## src/sv/jsu_pkg.sv

```systemverilog
// ----------------------------------------------------------------------------
// jsu_pkg: shared types of the JSON string unescaper
// Payload structs of the input and result channels.
// ----------------------------------------------------------------------------
package jsu_pkg;

    // One byte of the escaped string body.
    typedef struct packed {
        logic [7:0] in_byte;
        logic       is_final;
    } jsu_in_t;

    // One unescaped result byte or an empty end-of-string marker.
    typedef struct packed {
        logic [7:0] out_byte;
        logic       byte_valid;
        logic       run_last;
        logic       string_done;
    } jsu_out_t;

endpackage

```

## src/sv/json_string_unescape_top.sv

```systemverilog
// ----------------------------------------------------------------------------
// json_string_unescape_top: streaming JSON string unescaper
// Decodes backslash escapes and \uXXXX code points to UTF-8, one byte in.
// ----------------------------------------------------------------------------
// Usage:
//   s_valid/s_ready/s_data move one byte of the string body per transfer;
//   is_final marks the last byte. m_valid/m_ready/m_data move one result
//   byte per transfer; run_last marks the last result of an input byte and
//   string_done the last result of the string. A final byte that yields no
//   data gives one marker result with byte_valid low.
// Latency and throughput:
//   An input byte is decoded in the cycle it is taken; its first result
//   shows on m_data in the next cycle. The run register holds up to four
//   result bytes and drains one per cycle while m_ready is high; a byte
//   with several results holds off the next until they drain, and bytes
//   yielding one result or none flow at one per cycle while m_ready is high.
//   A new byte is taken as the last result of the previous run transfers.
// Reset and stalls:
//   aresetn (synchronous, active low) returns the decoder to plain text and
//   empties the run register. While m_ready is low the current result holds
//   and s_ready stays low once the run register is occupied.
// ----------------------------------------------------------------------------
module json_string_unescape_top (
    input  logic               aclk,
    input  logic               aresetn,
    input  logic               s_valid,
    output logic               s_ready,
    input  jsu_pkg::jsu_in_t   s_data,
    output logic               m_valid,
    input  logic               m_ready,
    output jsu_pkg::jsu_out_t  m_data
);
    import jsu_pkg::*;

    localparam logic [7:0] CH_BSLASH = 8'h5C;
    localparam logic [7:0] CH_U      = 8'h75;
    localparam logic [7:0] CH_B      = 8'h62;
    localparam logic [7:0] CH_F      = 8'h66;
    localparam logic [7:0] CH_N      = 8'h6E;
    localparam logic [7:0] CH_R      = 8'h72;
    localparam logic [7:0] CH_T      = 8'h74;
    localparam logic [7:0] CTL_BS    = 8'h08;
    localparam logic [7:0] CTL_FF    = 8'h0C;
    localparam logic [7:0] CTL_LF    = 8'h0A;
    localparam logic [7:0] CTL_CR    = 8'h0D;
    localparam logic [7:0] CTL_TAB   = 8'h09;
    localparam logic [1:0] LAST_DIGIT = 2'd3;

    typedef enum logic [1:0] {
        MODE_TEXT,
        MODE_ESC,
        MODE_HEX
    } mode_t;

    // Decoder state
    mode_t       mode_reg, mode_next;
    logic [15:0] hex_reg, hex_next;
    logic [1:0]  cnt_reg, cnt_next;
    logic [7:0]  held_reg [3];
    logic [7:0]  held_next [3];

    // Run register: pending result bytes, shifted out at index 0
    logic [7:0]  run_byte_reg [4];
    logic [7:0]  run_byte_next [4];
    logic [2:0]  run_left_reg, run_left_next;
    logic        run_marker_reg, run_marker_next;
    logic        run_fin_reg, run_fin_next;

    // Decode results of the byte at the input
    logic [7:0]  dec_byte [4];
    logic [2:0]  dec_n;
    logic        dec_marker;
    logic        hex_ok;
    logic [3:0]  hex_digit;
    logic [15:0] hex_acc;
    logic [7:0]  c;

    logic        drain;
    logic        accept;

    assign c = s_data.in_byte;

    always_comb begin
        hex_ok    = 1'b1;
        hex_digit = 4'd0;
        if (c >= 8'h30 && c <= 8'h39) begin
            hex_digit = 4'(c - 8'h30);
        end else if (c >= 8'h61 && c <= 8'h66) begin
            hex_digit = 4'(c - 8'h57);
        end else if (c >= 8'h41 && c <= 8'h46) begin
            hex_digit = 4'(c - 8'h37);
        end else begin
            hex_ok = 1'b0;
        end
    end

    assign hex_acc = {hex_reg[11:0], hex_digit};

    always_comb begin
        dec_byte   = '{default: 8'h00};
        dec_n      = 3'd0;
        dec_marker = 1'b0;
        mode_next  = mode_reg;
        hex_next   = hex_reg;
        cnt_next   = cnt_reg;
        held_next  = held_reg;

        unique case (mode_reg)
            MODE_ESC: begin
                mode_next = MODE_TEXT;
                if (c == CH_U) begin
                    mode_next = MODE_HEX;
                    cnt_next  = 2'd0;
                    hex_next  = 16'h0000;
                end else begin
                    dec_n = 3'd1;
                    unique case (c)
                        CH_B:    dec_byte[0] = CTL_BS;
                        CH_F:    dec_byte[0] = CTL_FF;
                        CH_N:    dec_byte[0] = CTL_LF;
                        CH_R:    dec_byte[0] = CTL_CR;
                        CH_T:    dec_byte[0] = CTL_TAB;
                        default: dec_byte[0] = c;
                    endcase
                end
            end
            MODE_HEX: begin
                if (hex_ok) begin
                    if (cnt_reg == LAST_DIGIT) begin
                        // encode the code point as UTF-8
                        if (hex_acc < 16'h0080) begin
                            dec_byte[0] = hex_acc[7:0];
                            dec_n       = 3'd1;
                        end else if (hex_acc < 16'h0800) begin
                            dec_byte[0] = {3'b110, hex_acc[10:6]};
                            dec_byte[1] = {2'b10, hex_acc[5:0]};
                            dec_n       = 3'd2;
                        end else begin
                            dec_byte[0] = {4'b1110, hex_acc[15:12]};
                            dec_byte[1] = {2'b10, hex_acc[11:6]};
                            dec_byte[2] = {2'b10, hex_acc[5:0]};
                            dec_n       = 3'd3;
                        end
                        cnt_next  = 2'd0;
                        hex_next  = 16'h0000;
                        mode_next = MODE_TEXT;
                    end else begin
                        held_next[cnt_reg] = c;
                        cnt_next           = cnt_reg + 2'd1;
                        hex_next           = hex_acc;
                    end
                end else begin
                    // incomplete escape: pass the held digits, then treat as text
                    for (int i = 0; i < 3; i++) begin
                        dec_byte[i] = held_reg[i];
                    end
                    dec_n     = {1'b0, cnt_reg};
                    cnt_next  = 2'd0;
                    hex_next  = 16'h0000;
                    mode_next = MODE_TEXT;
                    if (c == CH_BSLASH) begin
                        mode_next = MODE_ESC;
                    end else begin
                        dec_byte[cnt_reg] = c;
                        dec_n             = {1'b0, cnt_reg} + 3'd1;
                    end
                end
            end
            default: begin
                if (c == CH_BSLASH) begin
                    mode_next = MODE_ESC;
                end else begin
                    dec_byte[0] = c;
                    dec_n       = 3'd1;
                end
            end
        endcase

        if (s_data.is_final) begin
            // still collecting digits here implies nothing was emitted yet
            if (mode_next == MODE_HEX) begin
                for (int i = 0; i < 3; i++) begin
                    dec_byte[i] = held_next[i];
                end
                dec_n = {1'b0, cnt_next};
            end
            mode_next = MODE_TEXT;
            cnt_next  = 2'd0;
            hex_next  = 16'h0000;
            if (dec_n == 3'd0) begin
                dec_byte[0] = 8'h00;
                dec_n       = 3'd1;
                dec_marker  = 1'b1;
            end
        end
    end

    assign m_valid = (run_left_reg != 3'd0);
    assign drain   = m_valid && m_ready;
    assign s_ready = (run_left_reg == 3'd0) || (m_ready && run_left_reg == 3'd1);
    assign accept  = s_valid && s_ready;

    assign m_data.out_byte    = run_byte_reg[0];
    assign m_data.byte_valid  = !run_marker_reg;
    assign m_data.run_last    = (run_left_reg == 3'd1);
    assign m_data.string_done = (run_left_reg == 3'd1) && run_fin_reg;

    always_comb begin
        run_byte_next   = run_byte_reg;
        run_left_next   = run_left_reg;
        run_marker_next = run_marker_reg;
        run_fin_next    = run_fin_reg;
        if (accept) begin
            // a byte that yields nothing leaves the run register empty
            run_byte_next   = dec_byte;
            run_left_next   = dec_n;
            run_marker_next = dec_marker;
            run_fin_next    = s_data.is_final;
        end else if (drain) begin
            for (int i = 0; i < 3; i++) begin
                run_byte_next[i] = run_byte_reg[i + 1];
            end
            run_left_next = run_left_reg - 3'd1;
        end
    end

    always_ff @(posedge aclk) begin
        if (!aresetn) begin
            mode_reg     <= MODE_TEXT;
            hex_reg      <= 16'h0000;
            cnt_reg      <= 2'd0;
            run_left_reg <= 3'd0;
        end else begin
            if (accept) begin
                mode_reg <= mode_next;
                hex_reg  <= hex_next;
                cnt_reg  <= cnt_next;
            end
            run_left_reg <= run_left_next;
        end
    end

    // payload registers carry no reset
    always_ff @(posedge aclk) begin
        if (accept) begin
            held_reg <= held_next;
        end
        run_byte_reg   <= run_byte_next;
        run_marker_reg <= run_marker_next;
        run_fin_reg    <= run_fin_next;
    end

endmodule

```

## config.mk

```make
export PLATFORM = sky130hd
export DESIGN_NAME = json_string_unescape_top
export DESIGN_NICKNAME = d
export VERILOG_FILES = /design/src/sv/jsu_pkg.sv /design/src/sv/json_string_unescape_top.sv
export SDC_FILE = /design/constraint.sdc
export NUM_CORES = 1
export LEC_CHECK = 0
export BUFFER_PORTS_ARGS = -buffer_cell sky130_fd_sc_hd__buf_2
export CORE_MARGIN = 5
export CORE_UTILIZATION = 28
export DETAILED_ROUTE_END_ITERATION = 7
export PLACE_DENSITY_LB_ADDON = 0.15
export RECOVER_POWER = 50
export SYNTH_ARGS = -nofsm -noshare
export SYNTH_HDL_FRONTEND = slang
export SYNTH_SLANG_ARGS = --single-unit
```

## constraint.sdc

```tcl
create_clock -name aclk -period 8.3 [get_ports aclk]
set_clock_uncertainty 0.2 [all_clocks]
set_input_delay 1.66 -clock aclk [delete_from_list [all_inputs] [get_ports aclk]]
set_output_delay 1.66 -clock aclk [all_outputs]
set_load 0.02 [all_outputs]
```

==> results of run 1 <==
-- worst min-delay path by stage --
stage | slack (ns) | start | cells after the start | endpoint
after floorplan | 0.24 | run_left_reg[1]$_SDFFE_PN0P_ | 2 | run_left_reg[1]$_SDFFE_PN0P_
after global placement | 0.25 | run_left_reg[1]$_SDFFE_PN0P_ | 2 | run_left_reg[1]$_SDFFE_PN0P_
after detailed placement | 0.26 | run_left_reg[1]$_SDFFE_PN0P_ | 2 | run_left_reg[1]$_SDFFE_PN0P_
after CTS | 0.27 | run_left_reg[1]$_SDFFE_PN0P_ | 2 | run_left_reg[1]$_SDFFE_PN0P_
after global routing | 0.28 | run_left_reg[1]$_SDFFE_PN0P_ | 2 | run_left_reg[1]$_SDFFE_PN0P_
final | 0.27 | run_left_reg[1]$_SDFFE_PN0P_ | 2 | run_left_reg[1]$_SDFFE_PN0P_
-- area by class of cell --
cell class	count	area (sq um)	share of cell area, %
Clock inverter	2	35.0	0.628
Multi-Input combinational cell	406	2690	48.2
Clock buffer	14	254	4.55
Sequential cell	77	2120	38.0
Tap cell	229	287	5.13
Inverter	18	67.6	1.21
Timing Repair Buffer	29	126	2.26
-- synthesized netlist by cell type (all sizes together) (9+ instances only) --
master   n
a21oi   35
a22oi   17
a31oi    9
and2     9
buf     17
clkbuf  31
dfxtp   19
edfxtp  58
ha      13
inv     18
mux2    16
mux2i   29
nand2   72
nand3   19
nor2    27
nor2b   19
nor3     9
o21ai   45
o31ai    9
-- logic make-up after synthesis --
logic type / Yosys count / share of synthesized area, %
fa+ha+maj: 13 / 3.18
xor+xnor: 1 / 0.171
mux: 45 / 9.27
simple gates: 182 / 18.4
buf+inv: 66 / 5.85
flops: 77 / 41.5
compound gates: 165 / 21.6
-- through the flow --
stage | util, % | area (sq um) | setup WS, ns | total power [mW] | cells
6_report | 31.1 | 5580 | 2.47 | 1.41 | 775
4_1_cts | 31.2 | 5610 | 3.52 | 1.43 | 774
5_1_grt | 31.1 | 5580 | 1.96 | 1.49 | 775
3_3_place_gp | 29.6 | 5320 | 3.25 | 1.03 | 758
2_1_floorplan | - | 5110 | 3.67 | 0.923 | 549
3_5_place_dp | 29.6 | 5320 | 3.14 | 1.03 | 758
-- per-layer routing --
metal | up-vias | track usage (%)
met5 | - | 0
met4 | 0 | 5.97
met3 | 35 | 3.06
met2 | 152 | 23.8
met1 | 2058 | 20.2
li1 | 2017 | -
-- worst max-delay path, delay by kind of cell --
family / cells / cell delay (ns)
buf+inv: 4 / 3.16
simple gates: 3 / 0.20
compound gates: 3 / 0.77
-- power by group through the flow --
stage	clock network, mW	logic, mW	registers, mW
after global routing	0.419	0.429	0.645
after CTS	0.404	0.400	0.629
after floorplan	0	0.303	0.619
final	0.393	0.383	0.634
after global placement	0	0.389	0.637
after detailed placement	0	0.398	0.635
==> results.py, run 1 <==
metrics = {
    "pwr": {
        "power_frac_clock_pct": 27.9,
        "seq_power_share_pct": 45.0,
        "ir_worst_vdd_mv": 0.256,
        "p_int_uw": 946,
        "p_leak_nw": 2.04,
        "netSwitchingPower_uw": 463,
        "power_frac_comb_pct": 27.1,
        "p_sw_share_pct": 32.9,
        "cellPowerDensity_nw_per_um2": 253,
    },
    "worst_setup_path": {
        "crit_type": "in2reg",
        "max_stage_delay_ns": 1.62,
        "crit_slowest_cell": "clkbuf_1",
        "crit_start": "m_ready",
        "crit_fanout": 48,
        "arrival_ns": 5.80,
        "reg2reg_depth": 11,
        "r2r_start": "run_left_reg[0]$_SDFFE_PN0P_",
        "r2r_end": "run_left_reg[2]$_SDFFE_PN0P_",
        "crit_path_frequent_cell": "nand2_1",
        "cp-start-kind": "input pin",
        "r2r_slack_ns": 3.14,
        "crit_path_end": "run_left_reg[2]$_SDFFE_PN0P_",
        "endpoint_kind": "register",
        "path_cells": "buf_2 -> nand2_1 -> nand2_1 -> nand2_1 -> clkbuf_1 -> clkinv_1 -> clkbuf_1 -> o21a_1 -> o21ai_0 -> a21oi_1",
        "required_ns": 8.27,
    },
    "routing": {
        "dr_wl_met2_mm": 7.51,
        "wl_per_cell_um": 20.8,
        "drt-initial-drc-count": 354,
        "drcViolationCount": 0,
        "wl_mm": 16.1,
        "route.layer.met1.wl_mm": 7.34,
        "via_per_inst": 5.50,
        "ant_nets": 0,
        "top_layer": "met4",
        "vias": 4262,
        "first_pass_iters": 5,
        "dr_wl_met3_um": 795,
    },
    "layout": {
        "final_cell_mix": "nand2_1 (71), edfxtp_1 (58), o21ai_0 (44)",
        "n_fill_cell": 1904,
        "diodes": 0,
        "drive_gt1_share_pct": 10.3,
        "final_common_cell": "nand2_1",
        "finalNetCount": 567,
        "areaGrowthSynthToFinish_pct": 9.10,
    },
    "global_routing": {
        "grt_pass1_wl_mm": 25.1,
        "grt_max_degree": 49,
        "grt_usage_pct": 15.0,
        "grt_pass1_vias": 4220,
        "antenna_found_initial": 0,
        "grt-ovfl-total": 0,
    },
    "synth": {
        "synthTopCellsByArea": "edfxtp_1 (34%), dfxtp_1 (7.4%), mux2i_1 (5.7%)",
        "synth_cell_types": 74,
        "yosys.area.top_type": "edfxtp_1",
        "syn_avg_cell_area_sq_um": 9.32,
        "yosysTopAreaCellShare_pct": 34.1,
        "synth_flop_cell": "edfxtp_1",
        "synthCells": 549,
        "synthesis.nets": 575,
        "synth_seq_cells": 77,
        "synth-edff-count": 58,
        "ys_warn_count": 0,
        "synth_async_sr_flop_share_pct": 0,
        "netlist_area_sq_um": 5110,
        "seq_area_frac_synth_pct": 41.5,
    },
    "timing": {
        "slew_violations": 98,
        "period_minus_slack_ns": 5.83,
        "post-route-period-util_pct": 70.3,
        "worst_slew_pin_slew_ns": 2.77,
        "hold_viol": 0,
        "slew_headroom_pct": -84.7,
        "max_clock_freq_ghz": 0.171,
        "grt_setup_unrepaired": "no",
        "hold_ws_ns": 0.266,
        "tns_ns": 0,
        "setup_viol": 0,
    },
    "worst_hold_path": {
        "hold_class": "reg2reg",
    },
    "outcome": {
        "status": "finished, violations left",
        "violations": "max-capacitance violations, max-slew violations",
    },
    "clock_network": {
        "numCtsBuffers": 9,
        "holdBufCountCts": 0,
        "numClockSinks": 77,
        "clk_latency_ns": 0.34,
        "h-tree-depth": 3,
        "clockBufferDepth": 2,
        "cts.clk_slew.worst_paths_ns": 0.06,
        "cts_resized": 0,
        "cts_tree": "yes",
        "clock-root-buffer": "clkbuf_16",
        "postCtsSetupRepairBufs": 0,
    },
    "placement": {
        "io_buffers": 25,
        "dp_hpwl_mm": 11.4,
        "place.gp.congestion": 0.948,
    },
    "die": {
        "die_x_um": 145,
        "ios": 26,
        "core_sq_um": 18000,
        "rows": 49,
        "initial_core_util_pct": 28.5,
        "dieArea_sq_um": 21100,
        "die_height_um": 145,
    },
    "flow_run": {
        "drv.max_cap_violation_count": 2,
    },
}
(Power assumes the default switching activity.)
==> run 2, diff against run 1 <==
- clock period: 8.3 -> 4.8 ns (I/O delays scaled with it)
==> run 2 against run 1 <==
The run still ends with max-capacitance violations, max-slew violations left. Global-route usage grew 0.76 points. Cell area grew 0.94%. Count of clock-buffer cells in the layout is 2 lower. Via count hardly changed. Power up 71%. Die area did not move. Hold slack better by 0.014 ns. Sequential share of layout area shrank 0.35 points. Sequential cell count unchanged. Utilization grew 0.29 points. Critical path depth is 1 higher. Sequential power rose by 72%.
==> results.py, run 2 (synthesis gave the netlist of run 1 again) <==
metrics = {
    "worst_setup_path": {
        "path_delay_family": "simple AND/OR/NAND/NOR gates",
        "crit_type": "in2reg",
        "crit_slowest_cell": "or3b_1",
        "cp-start-kind": "input pin",
        "required_ns": 4.74,
        "cp_num_buf_inv": 2,
        "arrival_ns": 4.05,
        "path_cells": "buf_2 -> inv_1 -> ha_1 -> or3b_1 -> nand3_1 -> nand2_1 -> nor3_2 -> a22oi_1 -> mux2_4 -> and3_4 -> o31ai_1",
        "r2r_end": "run_byte_reg[17]$_DFFE_PP_",
        "reg2reg_depth": 9,
        "max_stage_delay_ns": 0.42,
        "crit_fanout": 11,
        "r2r_slack_ns": 1.02,
        "r2r_start": "run_left_reg[1]$_SDFFE_PN0P_",
        "endpoint_kind": "register",
    },
    "timing": {
        "post-route-period-util_pct": 85.7,
        "max_clock_freq_ghz": 0.243,
        "slew_headroom_pct": -16.5,
        "grt_setup_unrepaired": "no",
        "setup_viol": 0,
        "period_minus_slack_ns": 4.11,
        "tns_ns": 0,
        "hold_viol": 0,
        "slew_violations": 31,
        "worst_slew_pin_slew_ns": 1.75,
        "hold_ws_ns": 0.280,
    },
    "global_routing": {
        "grt_usage_pct": 15.8,
        "grt-ovfl-total": 0,
        "antenna_found_initial": 1,
        "grt_max_degree": 48,
        "grt_pass1_wl_mm": 25.9,
        "grt_pass1_vias": 4213,
    },
    "clock_network": {
        "clockBufferDepth": 2,
        "cts_resized": 0,
        "cts_tree": "yes",
        "clock-root-buffer": "clkbuf_16",
        "clk_latency_ns": 0.35,
        "postCtsSetupRepairBufs": 0,
        "h-tree-depth": 3,
        "numClockSinks": 77,
        "numCtsBuffers": 9,
        "holdBufCountCts": 0,
        "cts.clk_slew.worst_paths_ns": 0.06,
    },
    "placement": {
        "io_buffers": 25,
        "place.gp.congestion": 0.922,
        "dp_hpwl_mm": 12.2,
    },
    "routing": {
        "drcViolationCount": 0,
        "ant_nets": 0,
        "drt-initial-drc-count": 292,
        "wl_mm": 16.9,
        "first_pass_iters": 5,
        "wl_per_cell_um": 21.6,
        "via_per_inst": 5.47,
        "vias": 4266,
    },
    "die": {
        "ios": 26,
        "initial_core_util_pct": 28.5,
        "dieArea_sq_um": 21100,
        "die_height_um": 145,
        "rows": 49,
        "core_sq_um": 18000,
        "die_x_um": 145,
    },
    "worst_hold_path": {
        "holdPathEnd": "run_left_reg[1]$_SDFFE_PN0P_",
        "hold_class": "reg2reg",
        "hold_start": "run_left_reg[1]$_SDFFE_PN0P_",
        "min_delay_path_depth": 2,
    },
    "outcome": {
        "status": "finished, violations left",
        "violations": "max-capacitance violations, max-slew violations",
    },
    "layout": {
        "drive_gt1_share_pct": 12.0,
        "diodes": 0,
        "areaGrowthSynthToFinish_pct": 10.1,
        "finalNetCount": 572,
        "final_common_cell": "nand2_1",
        "final_cell_mix": "nand2_1 (71), edfxtp_1 (58), o21ai_0 (44)",
        "n_fill_cell": 1912,
    },
    "pwr": {
        "cellPowerDensity_nw_per_um2": 428,
        "p_leak_nw": 2.09,
        "ir_worst_vdd_mv": 0.772,
    },
    "flow_run": {
        "drv.max_cap_violation_count": 1,
    },
}
run 2: worst reg2reg max path: stages, from the launching register on:
cell	delay, ns
dfxtp_1	0.31
inv_1	0.10
ha_1	0.15
nor2b_1	0.20
nand2_1	0.08
nand2_1	0.08
nand2_1	0.07
inv_1	0.57
clkbuf_1	1.34
mux2_2	0.44
run 2: worst max-delay path by stage:
stage | from | to | slack (ns) | cells after the start
after global placement | s_data[2] | m_data[3]$_DFFE_PP_ | 0.55 | 11
after detailed placement | s_data[2] | run_byte_reg[20]$_DFFE_PP_ | 0.57 | 11
after floorplan | s_data[2] | m_data[7]$_DFFE_PP_ | 0.87 | 12
final | s_data[2] | m_data[3]$_DFFE_PP_ | 0.69 | 11
after global routing | s_data[2] | m_data[8]$_DFFE_PP_ | 0.60 | 12
after CTS | s_data[2] | m_data[3]$_DFFE_PP_ | 0.90 | 11
run 2: final cells by class:
| cell class | count | area, sq um | area share [%] |
|---|---|---|---|
| Multi-Input combinational cell | 406 | 2690 | 47.7 |
| Sequential cell | 77 | 2120 | 37.7 |
| Tap cell | 229 | 287 | 5.09 |
| Clock buffer | 12 | 262 | 4.64 |
| Timing Repair Buffer | 34 | 184 | 3.27 |
| Inverter | 18 | 67.6 | 1.20 |
| Clock inverter | 4 | 22.5 | 0.400 |
run 2: metal layers:
layer / up-vias / wire length [um] / share of wire [%] / track usage (%)
li1: 2033 / - / - / -
met4: 2 / 442 / 2.6 / 5.36
met5: - / 13 / 0.077 / 0
met2: 154 / 7710 / 46 / 24.7
met1: 2048 / 7730 / 46 / 21.4
met3: 29 / 987 / 5.8 / 3.93
run 2: report_power, final:
part / total, mW / switching (mW) / internal, mW
sequential: 1.09 / 0.0773 / 1.02
clock: 0.668 / 0.282 / 0.385
combinational: 0.653 / 0.458 / 0.196
total: 2.41 / 0.817 / 1.60
run 2: metrics by stage:
stage / worst slack [ns] / util (%) / instances / total power, mW / cell area (sq um)
2_1_floorplan: 0.869 / - / 549 / 1.60 / 5110
4_1_cts: 0.900 / 31.5 / 780 / 2.46 / 5660
5_1_grt: 0.603 / 31.4 / 780 / 2.56 / 5630
3_3_place_gp: 0.547 / 29.9 / 764 / 1.78 / 5380
3_5_place_dp: 0.567 / 29.9 / 764 / 1.79 / 5380
6_report: 0.689 / 31.4 / 780 / 2.41 / 5630
==> run 3, diff against run 2 <==
- CTS_BUF_LIST: not set -> sky130_fd_sc_hd__clkbuf_4 sky130_fd_sc_hd__clkbuf_8
==> run 3 against run 2 <==
The run still ends with max-capacitance violations, max-slew violations left. Die area unchanged. Sequential cell count unchanged. Count of clock-buffer cells in the layout down 1. Register-to-register slack better by 0.02 ns. First-iteration DRC count up 1.7%. Hold slack better by 0.0027 ns. Wire length up 0.78%. Cell area down 1.6%. Sequential power about the same. Combinational power about the same. Global-route usage about the same. Critical endpoint unchanged. Largest cell class unchanged.
==> results.py, run 3 (synthesis gave the netlist of run 1 again) <==
metrics = {
    "outcome": {
        "status": "finished, violations left",
        "violations": "max-capacitance violations, max-slew violations",
    },
    "clock_network": {
        "h-tree-depth": 3,
        "cts_resized": 0,
        "cts.clk_slew.worst_paths_ns": 0.07,
        "clk_latency_ns": 0.37,
        "numClockSinks": 77,
        "holdBufCountCts": 0,
        "cts_tree": "yes",
        "numCtsBuffers": 9,
        "clock-root-buffer": "clkbuf_8",
        "postCtsSetupRepairBufs": 0,
        "clockBufferDepth": 2,
    },
    "pwr": {
        "ir_worst_vdd_mv": 0.752,
        "seq_power_share_pct": 48.4,
        "power_frac_clock_pct": 22.6,
        "power.total_mw": 2.26,
        "p_int_mw": 1.46,
        "p_leak_nw": 2.05,
        "netSwitchingPower_uw": 797,
        "cellPowerDensity_nw_per_um2": 407,
        "power_frac_comb_pct": 29.0,
        "p_sw_share_pct": 35.3,
    },
    "layout": {
        "finalNetCount": 572,
        "drive_gt1_share_pct": 12.2,
        "final_common_cell": "nand2_1",
        "n_fill_cell": 1915,
        "areaGrowthSynthToFinish_pct": 8.32,
        "final_cell_mix": "nand2_1 (71), edfxtp_1 (58), o21ai_0 (44)",
        "stdcell_count": 780,
        "diodes": 0,
    },
    "worst_setup_path": {
        "r2r_start": "run_left_reg[1]$_SDFFE_PN0P_",
        "r2r_slack_ns": 1.04,
        "crit_slowest_cell": "or3b_1",
        "required_ns": 4.76,
        "cp-start-kind": "input pin",
        "path_delay_family": "simple AND/OR/NAND/NOR gates",
        "crit_type": "in2reg",
        "cp_num_buf_inv": 2,
        "arrival_ns": 4.05,
        "r2r_end": "run_byte_reg[17]$_DFFE_PP_",
        "crit_fanout": 11,
        "max_stage_delay_ns": 0.41,
        "endpoint_kind": "register",
        "path_cells": "buf_2 -> inv_1 -> ha_1 -> or3b_1 -> nand3_1 -> nand2_1 -> nor3_2 -> a22oi_1 -> mux2_4 -> and3_4 -> o31ai_1",
        "reg2reg_depth": 9,
    },
    "die": {
        "dieArea_sq_um": 21100,
        "core_sq_um": 18000,
        "die_x_um": 145,
        "initial_core_util_pct": 28.5,
        "die_height_um": 145,
        "ios": 26,
        "rows": 49,
    },
    "timing": {
        "max_clock_freq_ghz": 0.245,
        "hold_viol": 0,
        "slew_headroom_pct": -13.2,
        "setup_viol": 0,
        "slew_violations": 31,
        "post-route-period-util_pct": 85.2,
        "period_minus_slack_ns": 4.09,
        "tns_ns": 0,
        "setup_ws_ns": 0.712,
        "worst_slew_pin_slew_ns": 1.70,
        "grt_setup_unrepaired": "no",
    },
    "flow_run": {
        "drv.max_cap_violation_count": 1,
    },
    "routing": {
        "vias": 4289,
        "ant_nets": 0,
        "wl_mm": 17.0,
        "drt-initial-drc-count": 297,
        "drcViolationCount": 0,
        "via_per_inst": 5.50,
        "first_pass_iters": 5,
        "wl_per_cell_um": 21.8,
    },
    "worst_hold_path": {
        "hold_start": "run_left_reg[1]$_SDFFE_PN0P_",
        "min_delay_path_depth": 2,
        "hold_class": "reg2reg",
        "holdPathEnd": "run_left_reg[1]$_SDFFE_PN0P_",
    },
    "placement": {
        "place.gp.congestion": 0.922,
        "place_inst": 764,
        "dp_slack_ns": 0.567,
        "dp_hpwl_mm": 12.2,
        "io_buffers": 25,
    },
    "global_routing": {
        "grt_max_degree": 48,
        "grt_pass1_vias": 4212,
        "antenna_found_initial": 1,
        "grt_usage_pct": 15.8,
        "grt-ovfl-total": 0,
        "grt_pass1_wl_mm": 26.0,
    },
}
## run 3: power groups by stage
stage               clock (mW)  combinational [mW]  sequential, mW
floorplan                    0               0.525            1.07
global placement             0               0.687            1.10
detailed placement           0               0.688            1.10
CTS                      0.528               0.692            1.09
global route             0.555               0.731            1.12
finish                   0.510               0.654            1.09
## run 3: how the worst max path moves through the flow
stage                   start                          to  slack, ns  cells after the start
floorplan           s_data[2]         m_data[7]$_DFFE_PP_       0.87                     12
global placement    s_data[2]         m_data[3]$_DFFE_PP_       0.55                     11
detailed placement  s_data[2]  run_byte_reg[20]$_DFFE_PP_       0.57                     11
CTS                 s_data[2]         m_data[3]$_DFFE_PP_       0.94                     11
global route        s_data[2]         m_data[3]$_DFFE_PP_       0.64                     11
finish              s_data[2]         m_data[3]$_DFFE_PP_       0.71                     11
## run 3: final cells by class
| class | count | area [sq um] | area share [%] |
|---|---|---|---|
| clock buffer | 11 | 139 | 2.51 |
| tap | 229 | 287 | 5.17 |
| timing repair buffer | 34 | 184 | 3.32 |
| multi-input combinational | 406 | 2690 | 48.5 |
| clock inverter | 5 | 52.6 | 0.949 |
| sequential | 77 | 2120 | 38.3 |
| inverter | 18 | 67.6 | 1.22 |
## run 3: tightest hold or removal path, delay by kind of cell (launching register included)
family,cells,cell delay (ns)
flops,1,0.32
compound gates,1,0.06
simple gates,1,0.05
## run 3: routing by layer
layer	part of all wire (%)	track usage, %	vias to the layer above
met4	2.9	5.50	2
met1	46	21.4	2067
met3	5.1	3.93	36
met2	46	24.7	153
li1	-	-	2031
met5	0.076	0	-
## run 3: metrics by stage
stage | instance area (sq um) | hold WS, ns | util (%)
finish | 5540 | 0.282 | 30.8
detailed placement | 5380 | 0.275 | 29.9
CTS | 5570 | 0.283 | 31.0
floorplan | 5110 | 0.236 | -
global placement | 5380 | 0.256 | 29.9
global route | 5540 | 0.339 | 30.8
